<file path="src/sv/bslr_pkg.sv">
// Shared constants, codes and controller/datapath interface types of the loop recorder.
package bslr_pkg;

   localparam int MAX_LOOP = 131072;
   localparam int MIN_LOOP = 512;
   localparam int ADDR_W   = $clog2(MAX_LOOP);
   localparam int SIZE_W   = ADDR_W + 1;
   localparam int IN_DATA_W  = 128;
   localparam int OUT_DATA_W = 56;

   localparam logic [1:0] CMD_TICK = 2'd0;
   localparam logic [1:0] CMD_ARM  = 2'd1;
   localparam logic [1:0] CMD_READ = 2'd2;

   localparam logic [1:0] MODE_OFF  = 2'd0;
   localparam logic [1:0] MODE_WAIT = 2'd1;
   localparam logic [1:0] MODE_ON   = 2'd2;

   localparam logic [2:0] REG_BLOCK_SIZE = 3'd0;
   localparam logic [2:0] REG_LATENCY    = 3'd1;
   localparam logic [2:0] REG_FADE       = 3'd2;
   localparam logic [2:0] REG_LOOP       = 3'd3;
   localparam logic [2:0] REG_BAR        = 3'd4;
   localparam logic [2:0] REG_BEAT       = 3'd5;

   typedef enum logic [4:0] {
      OP_IDLE, OP_LATCH, OP_DIV, OP_SQRT, OP_START_REC, OP_CLEAR, OP_TIMING,
      OP_ENV, OP_SCALE, OP_WRITE, OP_STOP, OP_ARM, OP_POS, OP_RDA, OP_RDB,
      OP_RDC, OP_INTERP, OP_BEATQ, OP_PHASE, OP_OUT
   } dp_op_type;

   typedef enum logic [2:0] {
      DIV_TBAR, DIV_QBAR, DIV_RBEAT, DIV_PHASE, DIV_FADE_D, DIV_FADE_R, DIV_POSL, DIV_POSR
   } div_sel_type;

   typedef struct packed {
      dp_op_type   op;
      div_sel_type div_sel;
      logic        right;
   } ctrl_cmd_type;

   typedef struct packed {
      logic [1:0] command;
      logic [1:0] mode;
      logic       div_busy;
      logic       sqrt_busy;
      logic       wait_hit;
      logic       write_ok;
      logic       fade_in;
      logic       in_loop;
      logic       fade_out;
      logic       clr_last;
      logic       q_in;
      logic       out_free;
   } dp_stat_type;

endpackage

</file>
<file path="src/sv/bslr_ctrl.sv">
// Sequencer of the loop recorder: steps the datapath through one item at a time.
module bslr_ctrl (
   input  logic                 clock,
   input  logic                 reset,
   input  logic                 req_tvalid,
   output logic                 req_tready,
   input  bslr_pkg::dp_stat_type stat,
   output bslr_pkg::ctrl_cmd_type cmd
);
   import bslr_pkg::*;

   typedef enum logic [4:0] {
      S_BOOT_CLR, S_IDLE, S_DISPATCH, S_DIVW, S_SQW, S_WCHK, S_RCLR, S_TIMING,
      S_TCHK, S_SQ1, S_ENV1, S_FOCHK, S_SQ2, S_ENV2, S_SCALE, S_WRITE,
      S_PDIV, S_POS, S_RDA, S_RDB, S_RDC, S_INTERP, S_BQ, S_BCHK, S_B2, S_B3,
      S_B4, S_OUT
   } state_type;

   state_type state_ff, state_in, ret_ff, ret_in;
   logic      side_ff, side_in;

   always_comb begin
      state_in    = state_ff;
      ret_in      = ret_ff;
      side_in     = side_ff;
      cmd.op      = OP_IDLE;
      cmd.div_sel = DIV_TBAR;
      cmd.right   = side_ff;
      req_tready  = 1'b0;
      case (state_ff)
         S_BOOT_CLR: begin
            cmd.op = OP_CLEAR;
            if (stat.clr_last) state_in = S_IDLE;
         end
         S_IDLE: begin
            req_tready = 1'b1;
            if (req_tvalid) begin
               cmd.op   = OP_LATCH;
               state_in = S_DISPATCH;
            end
         end
         S_DISPATCH: begin
            side_in = 1'b0;
            case (stat.command)
               CMD_TICK: begin
                  if (stat.mode == MODE_WAIT) begin
                     cmd.op   = OP_DIV;
                     cmd.div_sel = DIV_TBAR;
                     ret_in   = S_WCHK;
                     state_in = S_DIVW;
                  end else begin
                     state_in = S_TIMING;
                  end
               end
               CMD_ARM: begin
                  cmd.op   = OP_ARM;
                  state_in = S_BQ;
               end
               CMD_READ: state_in = S_PDIV;
               default:  state_in = S_BQ;
            endcase
         end
         S_DIVW: if (!stat.div_busy) state_in = ret_ff;
         S_SQW:  if (!stat.sqrt_busy) state_in = ret_ff;
         S_WCHK: begin
            if (stat.wait_hit) begin
               cmd.op   = OP_START_REC;
               state_in = S_RCLR;
            end else begin
               state_in = S_BQ;
            end
         end
         S_RCLR: begin
            cmd.op = OP_CLEAR;
            if (stat.clr_last) state_in = S_TIMING;
         end
         S_TIMING: begin
            if (stat.mode == MODE_ON) begin
               cmd.op   = OP_TIMING;
               state_in = S_TCHK;
            end else begin
               state_in = S_BQ;
            end
         end
         S_TCHK: begin
            if (!stat.write_ok) begin
               state_in = S_BQ;
            end else if (stat.fade_in) begin
               cmd.op      = OP_DIV;
               cmd.div_sel = DIV_FADE_D;
               ret_in      = S_SQ1;
               state_in    = S_DIVW;
            end else begin
               state_in = S_FOCHK;
            end
         end
         S_SQ1: begin
            cmd.op   = OP_SQRT;
            ret_in   = S_ENV1;
            state_in = S_SQW;
         end
         S_ENV1: begin
            cmd.op   = OP_ENV;
            state_in = S_FOCHK;
         end
         S_FOCHK: begin
            if (!stat.in_loop) begin
               cmd.op   = OP_STOP;
               state_in = S_BQ;
            end else if (stat.fade_out) begin
               cmd.op      = OP_DIV;
               cmd.div_sel = DIV_FADE_R;
               ret_in      = S_SQ2;
               state_in    = S_DIVW;
            end else begin
               state_in = S_SCALE;
            end
         end
         S_SQ2: begin
            cmd.op   = OP_SQRT;
            ret_in   = S_ENV2;
            state_in = S_SQW;
         end
         S_ENV2: begin
            cmd.op   = OP_ENV;
            state_in = S_SCALE;
         end
         S_SCALE: begin
            cmd.op   = OP_SCALE;
            state_in = S_WRITE;
         end
         S_WRITE: begin
            cmd.op   = OP_WRITE;
            state_in = S_BQ;
         end
         S_PDIV: begin
            cmd.op      = OP_DIV;
            cmd.div_sel = side_ff ? DIV_POSR : DIV_POSL;
            ret_in      = S_POS;
            state_in    = S_DIVW;
         end
         S_POS: begin
            cmd.op   = OP_POS;
            state_in = S_RDA;
         end
         S_RDA: begin
            cmd.op   = OP_RDA;
            state_in = S_RDB;
         end
         S_RDB: begin
            cmd.op   = OP_RDB;
            state_in = S_RDC;
         end
         S_RDC: begin
            cmd.op   = OP_RDC;
            state_in = S_INTERP;
         end
         S_INTERP: begin
            cmd.op = OP_INTERP;
            if (side_ff) begin
               state_in = S_BQ;
            end else begin
               side_in  = 1'b1;
               state_in = S_PDIV;
            end
         end
         S_BQ: begin
            cmd.op   = OP_BEATQ;
            state_in = S_BCHK;
         end
         S_BCHK: begin
            if (stat.q_in) begin
               cmd.op      = OP_DIV;
               cmd.div_sel = DIV_QBAR;
               ret_in      = S_B2;
               state_in    = S_DIVW;
            end else begin
               state_in = S_OUT;
            end
         end
         S_B2: begin
            cmd.op      = OP_DIV;
            cmd.div_sel = DIV_RBEAT;
            ret_in      = S_B3;
            state_in    = S_DIVW;
         end
         S_B3: begin
            cmd.op      = OP_DIV;
            cmd.div_sel = DIV_PHASE;
            ret_in      = S_B4;
            state_in    = S_DIVW;
         end
         S_B4: begin
            cmd.op   = OP_PHASE;
            state_in = S_OUT;
         end
         S_OUT: begin
            if (stat.out_free) begin
               cmd.op   = OP_OUT;
               state_in = S_IDLE;
            end
         end
         default: state_in = S_IDLE;
      endcase
   end

   always_ff @(posedge clock) begin
      if (reset) begin
         state_ff <= S_BOOT_CLR;
         ret_ff   <= S_IDLE;
         side_ff  <= 1'b0;
      end else begin
         state_ff <= state_in;
         ret_ff   <= ret_in;
         side_ff  <= side_in;
      end
   end
endmodule

</file>
<file path="config.mk">
export PLATFORM = sky130hd
export DESIGN_NAME = bslr_ctrl
export DESIGN_NICKNAME = d
export VERILOG_FILES = /design/src/sv/bslr_pkg.sv /design/src/sv/bslr_ctrl.sv
export SDC_FILE = /design/constraint.sdc
export NUM_CORES = 1
export LEC_CHECK = 0
export BUFFER_PORTS_ARGS = -buffer_cell sky130_fd_sc_hd__buf_2
export CORE_MARGIN = 3
export CORE_UTILIZATION = 40
export DETAILED_ROUTE_END_ITERATION = 8
export GPL_ROUTABILITY_DRIVEN = 1
export PLACE_DENSITY = 0.66
export SLEW_MARGIN = 30
export SYNTH_ARGS = -nofsm -noshare
export SYNTH_HDL_FRONTEND = slang
export SYNTH_SLANG_ARGS = --single-unit
</file>
<file path="constraint.sdc">
create_clock -name clock -period 4.8 [get_ports clock]
set_input_delay 0.72 -clock clock [delete_from_list [all_inputs] [get_ports clock]]
set_output_delay 0.72 -clock clock [all_outputs]
set_load 0.01 [all_outputs]
</file>
==> flow_metrics.env, run 1 <==
export IMPL_path_max_fanout=22
export IMPL_wl_um=5990
export IMPL_dr_first_iter_drc_count=257
export IMPL_ys_warn_count=0
export IMPL_grt_max_degree=40
export IMPL_yosys_top_cells_count="nand2_1 (28), a21oi_1 (18), nor2b_1 (17), nor2_1 (15), o21ai_0 (13)"
export IMPL_cts_setup_buffers=0
export IMPL_drtPass1Iterations=5
export IMPL_fin_nets=274
export IMPL_rsz0062_at_grt="false"
export IMPL_start_util_pct=42.1
export IMPL_synth_most_common_cell="nand2_1"
export IMPL_pre_cts_ws_ns=1.88
export IMPL_total_power_uw=296
export IMPL_root_buffer="clkbuf_8"
export IMPL_overflow=0
export IMPL_peakVddDrop_mv=0.107
export IMPL_place_inst=302
export IMPL_p_leak_nw=0.664
export IMPL_yosys_most_used_dff="dfxtp_1"
export IMPL_ys_seq_area_share_pct=12.8
export IMPL_via_per_inst=6.61
export IMPL_final_max_slew_viol_count=0
export IMPL_finalCriticalPeriod_ns=3.27
export IMPL_antenna_found_initial=0
export IMPL_critPathSlowestCell="dfxtp_1"
export IMPL_track_usage_pct=23.4
export IMPL_grt_pass1_vias=1860
export IMPL_synth_async_reset_ratio_pct=0
export IMPL_rows=23
export IMPL_synthTopCellsByArea="dfxtp_1 (13%), nor2b_1 (6.2%), nand2_1 (6.1%), a21oi_1 (5.2%), nand2b_1 (4.0%)"
export IMPL_required_ns=4.08
export IMPL_setup_violations=0
export IMPL_cts_hold_buffers_added=0
export IMPL_detail_route_antenna_nets=0
export IMPL_antenna_cells=0
export IMPL_cts_htree_levels=1
export IMPL_cp_top_family="flip-flops"
export IMPL_multi_input_area_um2=1320
export IMPL_ys_ff_latch=11
export IMPL_end_kind="output port"
export IMPL_synth_area_per_cell_um2=6.97
export IMPL_finClkSkew_ns=0.00748
export IMPL_drv_cap=0
export IMPL_wl_per_cell_um=19.6
export IMPL_die_area_um2=5130
export IMPL_ctsResizeCount=0
export IMPL_cts_sinks=11
export IMPL_synth_edff_count=0
export IMPL_clk_pin_slew_ns=0.06
export IMPL_syn2layout_area_growth_pct=6.47
export IMPL_arrival_ns=2.55
export IMPL_max_stage_delay_ns=0.83
export IMPL_path_buf_inv=2
export IMPL_fin_crit_sh_pct=68.1
export IMPL_synth_top_cell_area_share_pct=12.8
export IMPL_final_util_pct=44.9
export IMPL_nFillCells=426
export IMPL_startpoint_type="register"
export IMPL_numCtsBuffers=3
export IMPL_syn_inst=247
export IMPL_seq_area_um2=220
export IMPL_synth_top_cell_by_area="dfxtp_1"
export IMPL_die_width_um=71.6
export IMPL_final_cell_count_no_fill=306
export IMPL_insertion_delay_ns=0.24
export IMPL_pin_count=27
export IMPL_power_density_nw_per_um2=161
export IMPL_syn_nets=264
export IMPL_relSlewSlack_pct=46.9
export IMPL_ys_types=68
export IMPL_die_y_um=71.6
export IMPL_max_freq_ghz=0.306
export IMPL_drive_above_1_share_pct=21.1
export IMPL_drc=0
export IMPL_cts_tree="built"
export IMPL_dr_total_vias=2022
export IMPL_fin_ws_ns=1.53
export IMPL_port_buffers=26
export IMPL_hold_violations=0
export IMPL_status="finished clean"
export IMPL_tns_ns=0
export IMPL_critical_path_class="register to output port"
export IMPL_cts_buffer_depth=2
export IMPL_tightestPinTransition_ns=0.796
export IMPL_core_um2=4090
export IMPL_grt_pass1_wl_um=9520
export IMPL_crit_chain="buf_4, nor2b_1, a21oi_1, nor3_1, o21ai_0, o211ai_1, buf_2"
export IMPL_hp_class="register to register"
export IMPL_globalplace_congestion=0.956
export IMPL_synth_cell_area_um2=1720
export IMPL_post_dp_hpwl_um=4410
stage by stage:
stage	hold slack, ns	instance area, um2
2_1_floorplan	0.438	1720
3_3_place_gp	0.469	1790
3_5_place_dp	0.471	1790
4_1_cts	0.480	1830
5_1_grt	0.511	1830
6_report	0.474	1830
path summary, 6_finish.rpt:
check / to / start / cells past startpoint / slack [ns]
max reg2reg: ret_ff[3]$_SDFFE_PP0P_ / state_ff[1]$_SDFFE_PP0P_ / 5 / 2.15
max: cmd[5] / state_ff[1]$_SDFFE_PP0P_ / 7 / 1.53
min: ret_ff[4]$_SDFFE_PP0P_ / ret_ff[4]$_SDFFE_PP0P_ / 2 / 0.47
min reg2reg: ret_ff[4]$_SDFFE_PP0P_ / ret_ff[4]$_SDFFE_PP0P_ / 2 / 0.47
sequential cells by signal (all words and copies together), names as in the netlist:
register,cells
side_ff,1
state_ff,5
ret_ff,5
power breakdown:
part           switching (mW)  leakage (nW)  internal [mW]  total (mW)
clock network          0.0371        0.0228         0.0585      0.0956
registers             0.00917        0.0890         0.0936       0.103
logic                  0.0595         0.553         0.0377      0.0972
final cells by class:
| type | instances | area share (%) |
|---|---|---|
| multi-input cells | 206 | 72.2 |
| repair buffers | 31 | 9.15 |
| inverters | 4 | 0.819 |
| well taps | 50 | 3.41 |
| clock buffers | 4 | 2.46 |
| flip-flops and latches | 11 | 12.0 |
per-layer routing:
metal	up-vias	part of all wire (%)	GRT usage, %
met5	-	0	0
met4	0	5.0	14.6
met3	25	8.5	3.37
met2	124	42	33.9
met1	929	44	32.4
li1	944	-	-
worst reg2reg max path, cell delays in order (launching register included):
cell,delay (ns)
dfxtp_1,0.83
inv_1,0.48
nor2_2,0.30
o21ai_1,0.13
a311o_1,0.48
mux2_4,0.33
logic make-up after synthesis:
family / count (synthesis) / share of synthesized area [%]
mux: 4 / 2.62
xor+xnor: 1 / 0.509
buf+inv: 30 / 10.4
flops: 11 / 12.8
simple gates: 118 / 38.6
compound gates: 83 / 35.1
cell usage in the layout, fill, tap and decap left out, types with 3 or more instances in the layout:
master,netlist,final
buf_4,8,5
nor2b_1,17,17
a221oi_1,3,3
buf_2,11,26
inv_1,3,3
clkbuf_8,0,3
o21ai_0,13,13
a22oi_1,4,4
nand2b_1,11,11
dfxtp_1,11,11
o211ai_1,3,3
o32ai_1,3,3
nand2_1,28,28
mux2i_1,3,3
a31oi_1,3,3
o221ai_1,3,3
nor4_1,4,4
nor3_1,10,10
nand3_1,7,7
nor2_1,15,15
o31ai_1,3,3
a21o_1,3,3
a21oi_1,18,18
a211oi_1,3,3
o22ai_1,3,3
Note: power is estimated with default switching activity, not from simulation.
==> run 2: changes to the inputs <==
ABC_AREA = 1   (was default)
clock period = 3.3 ns   (was 4.8 ns; I/O delays follow)
==> run 2 against run 1 <==
Effect of this change:
- die area decreased by 12%
- combinational power increased to 6.7 times the previous value
- power increased to 3.4 times the previous value
- cell count increased by 15%
- clock power increased by 38%
- register-to-register slack got worse by 0.88 ns
- hold slack got worse by 0.0096 ns
- critical endpoint is now cmd[4]
- highest routed layer unchanged
- largest cell class unchanged
==> flow_metrics.env, run 2 <==
export IMPL_status="finished clean"
export IMPL_final_max_slew_viol_count=0
export IMPL_drv_cap=0
export IMPL_path_buf_inv=2
export IMPL_r2r_end="ret_ff[3]$_SDFFE_PP0P_"
export IMPL_wl_um=4960
export IMPL_synth_top_cell_by_area="nand2_1"
export IMPL_yosys_top_cells_count="nand2_1 (86), nor2_1 (48), nand3_1 (40), inv_1 (32), a21oi_1 (12)"
export IMPL_ff2ff_setup_slack_ns=1.27
export IMPL_drive_above_1_share_pct=18.0
export IMPL_drc=0
export IMPL_power_density_nw_per_um2=606
export IMPL_yosys_most_used_dff="dfxtp_1"
export IMPL_pwr_share_comb_pct=64.6
export IMPL_hp_start="ret_ff[4]$_SDFFE_PP0P_"
export IMPL_synth_most_common_cell="nand2_1"
export IMPL_pre_cts_ws_ns=1.07
export IMPL_root_buffer="clkbuf_8"
export IMPL_synth_top_cell_area_share_pct=21.4
export IMPL_grt_max_degree=18
export IMPL_antenna_found_initial=0
export IMPL_synth_area_per_cell_um2=5.30
export IMPL_whs_path_depth=2
export IMPL_intPower_uw=455
export IMPL_final_util_pct=48.3
export IMPL_critical_path_class="register to output port"
export IMPL_power_frac_clock_pct=13.0
export IMPL_pin_count=27
export IMPL_hp_class="register to register"
export IMPL_p_sw_uw=560
export IMPL_cts_setup_buffers=0
export IMPL_grt_pass1_vias=1717
export IMPL_cts_sinks=11
export IMPL_crit_chain="inv_2, nand3_1, nand2_1, nor2_1, nand3_1, nor2_1, nand2_1, buf_2"
export IMPL_seq_power_share_pct=22.4
export IMPL_largestRegisters="ret_ff (5), state_ff (5), side_ff (1)"
export IMPL_sw_frac_of_total_pct=55.1
export IMPL_cts_buffer_depth=2
export IMPL_die_width_um=67.3
export IMPL_rows=21
export IMPL_synth_async_reset_ratio_pct=0
export IMPL_wl_per_cell_um=14.1
export IMPL_syn_inst=284
export IMPL_clk_pin_slew_ns=0.05
export IMPL_max_freq_ghz=0.395
export IMPL_finalHoldWorstSlack_ns=0.464
export IMPL_overflow=0
export IMPL_cts_htree_levels=1
export IMPL_synth_edff_count=0
export IMPL_start_util_pct=43.4
export IMPL_syn2layout_area_growth_pct=11.2
export IMPL_post_dp_hpwl_um=4000
export IMPL_end_kind="output port"
export IMPL_synthTopCellsByArea="nand2_1 (21%), dfxtp_1 (15%), nand3_1 (13%), nor2_1 (12%), inv_1 (8.0%)"
export IMPL_layout_commonest_cell="nand2_1"
export IMPL_detail_route_antenna_nets=0
export IMPL_holdPathEnd="ret_ff[4]$_SDFFE_PP0P_"
export IMPL_tns_ns=0
export IMPL_core_um2=3470
export IMPL_globalplace_congestion=0.968
export IMPL_synth_cell_area_um2=1510
export IMPL_ys_seq_area_share_pct=14.6
export IMPL_finalCriticalPeriod_ns=2.53
export IMPL_startpoint_type="register"
export IMPL_syn_nets=301
export IMPL_dr_total_vias=1923
export IMPL_hold_violations=0
export IMPL_drtPass1Iterations=5
export IMPL_finClkSkew_ns=0.000467
export IMPL_required_ns=2.80
export IMPL_path_max_fanout=15
export IMPL_port_buffers=26
export IMPL_cts_hold_buffers_added=0
export IMPL_ctsResizeCount=0
export IMPL_relSlewSlack_pct=61.9
export IMPL_antenna_cells=0
export IMPL_rsz0062_at_grt="false"
export IMPL_setup_violations=0
export IMPL_die_y_um=67.3
export IMPL_ys_warn_count=0
export IMPL_critPathSlowestCell="dfxtp_1"
export IMPL_grt_pass1_wl_um=8100
export IMPL_cp_top_family="simple AND/OR/NAND/NOR gates"
export IMPL_max_stage_delay_ns=0.68
export IMPL_fin_ws_ns=0.771
export IMPL_peakVddDrop_mv=0.276
export IMPL_numCtsBuffers=3
export IMPL_via_per_inst=5.46
export IMPL_p_leak_nw=1.00
export IMPL_insertion_delay_ns=0.23
export IMPL_arrival_ns=2.03
export IMPL_die_area_um2=4540
export IMPL_ys_types=26
export IMPL_reg2reg_from="state_ff[4]$_SDFFE_PP0P_"
export IMPL_cts_tree="built"
export IMPL_final_cell_mix="nand2_1 (86), nor2_1 (48), nand3_1 (40)"
export IMPL_fin_crit_sh_pct=76.6
export IMPL_tightestPinTransition_ns=0.571
export IMPL_dr_first_iter_drc_count=175
export IMPL_ys_ff_latch=11
export IMPL_track_usage_pct=23.6
export IMPL_rr_worst_depth=10
export IMPL_fin_nets=324
run 2: power by group through the flow:
stage	clock [mW]	combinational, mW	sequential, mW
6_report	0.132	0.656	0.228
5_1_grt	0.146	0.737	0.234
4_1_cts	0.138	0.648	0.227
3_5_place_dp	0	0.643	0.230
3_3_place_gp	0	0.646	0.227
2_1_floorplan	0	0.539	0.178
run 2: worst register-to-register path: stages, from the launching register on:
cell and delay, ns:
dfxtp_1 0.68, inv_2 0.27, nand2_1 0.19, inv_2 0.09, nand2_1 0.07, nand2_1 0.08
nor2_4 0.14, nand3_2 0.14, nand2_2 0.13, nand2_1 0.05, a21oi_1 0.12
run 2: kinds of logic (layout without fill, tap and decap cells):
logic type / after synthesis / after routing / share of synthesized area, %
AND/OR/NAND/NOR: 203 / 203 / 61.7
buffers and inverters: 47 / 69 / 14.1
AO/OA/AOI/OAI: 23 / 23 / 9.56
flip-flops: 11 / 11 / 14.6
run 2: stage by stage:
step	power, mW	cells	instance area, um2
detailed placement	0.872	348	1630
CTS	1.01	352	1670
floorplan	0.717	284	1510
finish	1.02	352	1670
global placement	0.873	348	1630
global route	1.12	352	1670
run 2: layer usage:
metal / share of wire [%] / global-route usage (%) / vias to the layer above
li1: - / - / 957
met1: 43 / 32.7 / 827
met2: 43 / 35.8 / 127
met3: 12 / 3.33 / 12
met4: 2.8 / 10.6 / 0
met5: 0 / 0 / -
run 2: worst max-delay path by stage:
stage,start,endpoint,cells past startpoint
floorplan,state_ff[2]$_SDFFE_PP0P_,cmd[7],6
global placement,state_ff[4]$_SDFFE_PP0P_,cmd[5],8
detailed placement,state_ff[4]$_SDFFE_PP0P_,cmd[5],8
CTS,state_ff[4]$_SDFFE_PP0P_,cmd[5],8
global route,state_ff[1]$_SDFFE_PP0P_,cmd[7],7
finish,state_ff[4]$_SDFFE_PP0P_,cmd[4],8
run 2: cell type report:
type / instances / area (um2)
tap: 46 / 57.6
fill: 389 / 1790
timing repair buffer: 26 / 130
sequential: 11 / 220
clock buffer: 4 / 45.0
multi-input combinational: 226 / 1070
inverter: 39 / 149
==> run 3: changes to the inputs <==
ABC_AREA = 0   (was 1)
clock period = 2.4 ns   (was 3.3 ns; I/O delays follow)
==> run 3 against run 2 <==
Effect of this change:
- flip-flop and latch count unchanged
- highest routed layer unchanged
- critical path depth decreased by 1
- sequential share of layout area decreased by 1.8 points
- first-iteration DRC count increased by 130%
- non-clock buffer count increased by 20
- worst setup slack got worse by 0.66 ns
- routed wire length increased by 23%
- power decreased by 38%
- die area increased by 13%
- register-to-register slack got worse by 1.0 ns
==> flow_metrics.env, run 3 (same netlist as run 1, synthesis figures left out) <==
export IMPL_status="finished clean"
export IMPL_post_dp_hpwl_um=4450
export IMPL_peakVddDrop_mv=0.279
export IMPL_largestRegisters="ret_ff (5), state_ff (5), side_ff (1)"
export IMPL_antenna_found_initial=0
export IMPL_end_kind="output port"
export IMPL_fin_crit_sh_pct=95.4
export IMPL_via_per_inst=6.58
export IMPL_wl_per_cell_um=19.0
export IMPL_pre_cts_ws_ns=0.250
export IMPL_relSlewSlack_pct=67.0
export IMPL_cts_sinks=11
export IMPL_die_y_um=71.6
export IMPL_layout_commonest_cell="nand2_1"
export IMPL_track_usage_pct=23.9
export IMPL_dr_first_iter_drc_count=398
export IMPL_die_width_um=71.6
export IMPL_path_max_fanout=10
export IMPL_root_buffer="clkbuf_8"
export IMPL_hold_violations=0
export IMPL_p_leak_nw=0.744
export IMPL_setup_violations=0
export IMPL_crit_chain="nand2b_1, nor4b_2, buf_4, a32oi_1, and3_1, o211ai_1, buf_2"
export IMPL_grt_pass1_wl_um=9590
export IMPL_detail_route_antenna_nets=0
export IMPL_final_max_slew_viol_count=0
export IMPL_tns_ns=0
export IMPL_fin_nets=289
export IMPL_grt_pass1_vias=1892
export IMPL_finClkSkew_ns=0.0165
export IMPL_die_area_um2=5130
export IMPL_path_buf_inv=2
export IMPL_max_stage_delay_ns=0.58
export IMPL_cts_buffer_depth=2
export IMPL_port_buffers=26
export IMPL_numCtsBuffers=3
export IMPL_drive_above_1_share_pct=26.9
export IMPL_cts_hold_buffers_added=0
export IMPL_critical_path_class="register to output port"
export IMPL_cts_htree_levels=1
export IMPL_overflow=0
export IMPL_critPathSlowestCell="dfxtp_1"
export IMPL_antenna_cells=0
export IMPL_final_cell_mix="nand2_1 (28), buf_2 (26), buf_4 (19)"
export IMPL_nFillCells=424
export IMPL_clk_pin_slew_ns=0.07
export IMPL_arrival_ns=1.93
export IMPL_drv_cap=0
export IMPL_dr_total_vias=2113
export IMPL_required_ns=2.04
export IMPL_cp_top_family="simple AND/OR/NAND/NOR gates"
export IMPL_hp_class="register to register"
export IMPL_drtPass1Iterations=5
export IMPL_pin_count=27
export IMPL_start_util_pct=42.1
export IMPL_tightestPinTransition_ns=0.490
export IMPL_max_freq_ghz=0.437
export IMPL_cts_setup_buffers=0
export IMPL_grt_max_degree=30
export IMPL_insertion_delay_ns=0.25
export IMPL_cts_tree="built"
export IMPL_wl_um=6090
export IMPL_core_um2=4090
export IMPL_rows=23
export IMPL_globalplace_congestion=1.11
export IMPL_rsz0062_at_grt="false"
export IMPL_fin_ws_ns=0.110
export IMPL_power_density_nw_per_um2=318
export IMPL_syn2layout_area_growth_pct=14.2
export IMPL_finalCriticalPeriod_ns=2.29
export IMPL_drc=0
export IMPL_startpoint_type="register"
-- run 3: cell types whose count changed in the layout (fill, tap and decap cells not counted), moves of 6 or more --
cell      delta
a21oi_1      +6
buf_4       +19
inv_1       -29
inv_2        -6
nand2_1     -58
nand2b_1    +11
nand3_1     -33
nand4_1      -6
nor2_1      -33
nor2b_1     +15
nor3_1       +8
o21ai_0     +12
-- run 3: worst paths after layout --
check	start	to	slack [ns]	cells past startpoint
worst min register to register	ret_ff[2]$_SDFFE_PP0P_	ret_ff[2]$_SDFFE_PP0P_	0.48	2
worst max register to register	state_ff[3]$_SDFFE_PP0P_	ret_ff[3]$_SDFFE_PP0P_	0.27	6
worst max-delay path	state_ff[1]$_SDFFE_PP0P_	cmd[5]	0.11	7
worst min-delay path	ret_ff[2]$_SDFFE_PP0P_	ret_ff[2]$_SDFFE_PP0P_	0.48	2
-- run 3: worst min-delay path: stages (launching register included) --
cell	delay, ns
dfxtp_1	0.31
nand2_1	0.05
mux2i_1	0.06
-- run 3: per-layer routing --
layer	global-route usage [%]	wire (um)
met4	16.7	382
met1	32.5	2570
met2	32.6	2580
met3	5.89	564
met5	0	0
-- run 3: through the flow --
step | area (um2) | std cells | hold WS, ns | utilization (%) | total power [mW]
after global routing | 1970 | 321 | 0.513 | 48.1 | 0.651
after global placement | 1910 | 317 | 0.474 | 46.8 | 0.422
after floorplan | 1720 | 247 | 0.438 | - | 0.344
after detailed placement | 1910 | 317 | 0.464 | 46.8 | 0.420
final | 1970 | 321 | 0.476 | 48.1 | 0.625
after CTS | 1960 | 321 | 0.472 | 47.9 | 0.615
-- run 3: area by class of cell --
cell class	instances	area, um2	area share, %
multi-input cells	206	1330	67.5
repair buffers	46	293	14.9
flip-flops and latches	11	223	11.3
well taps	50	62.6	3.18
clock buffers	4	45.0	2.29
inverters	4	15.0	0.764
-- run 3: repair_timing --
| action | in CTS | in global routing |
|---|---|---|
| setup endpoints to repair | 1 | 3 |
| gates resized for setup | 1 | 3 |
| pin swaps | 0 | 0 |
-- run 3: report_power, final --
part	internal (mW)	switching, mW	leakage [nW]
Sequential	0.188	0.0132	0.0897
Clock	0.117	0.0832	0.0228
Combinational	0.0911	0.132	0.632
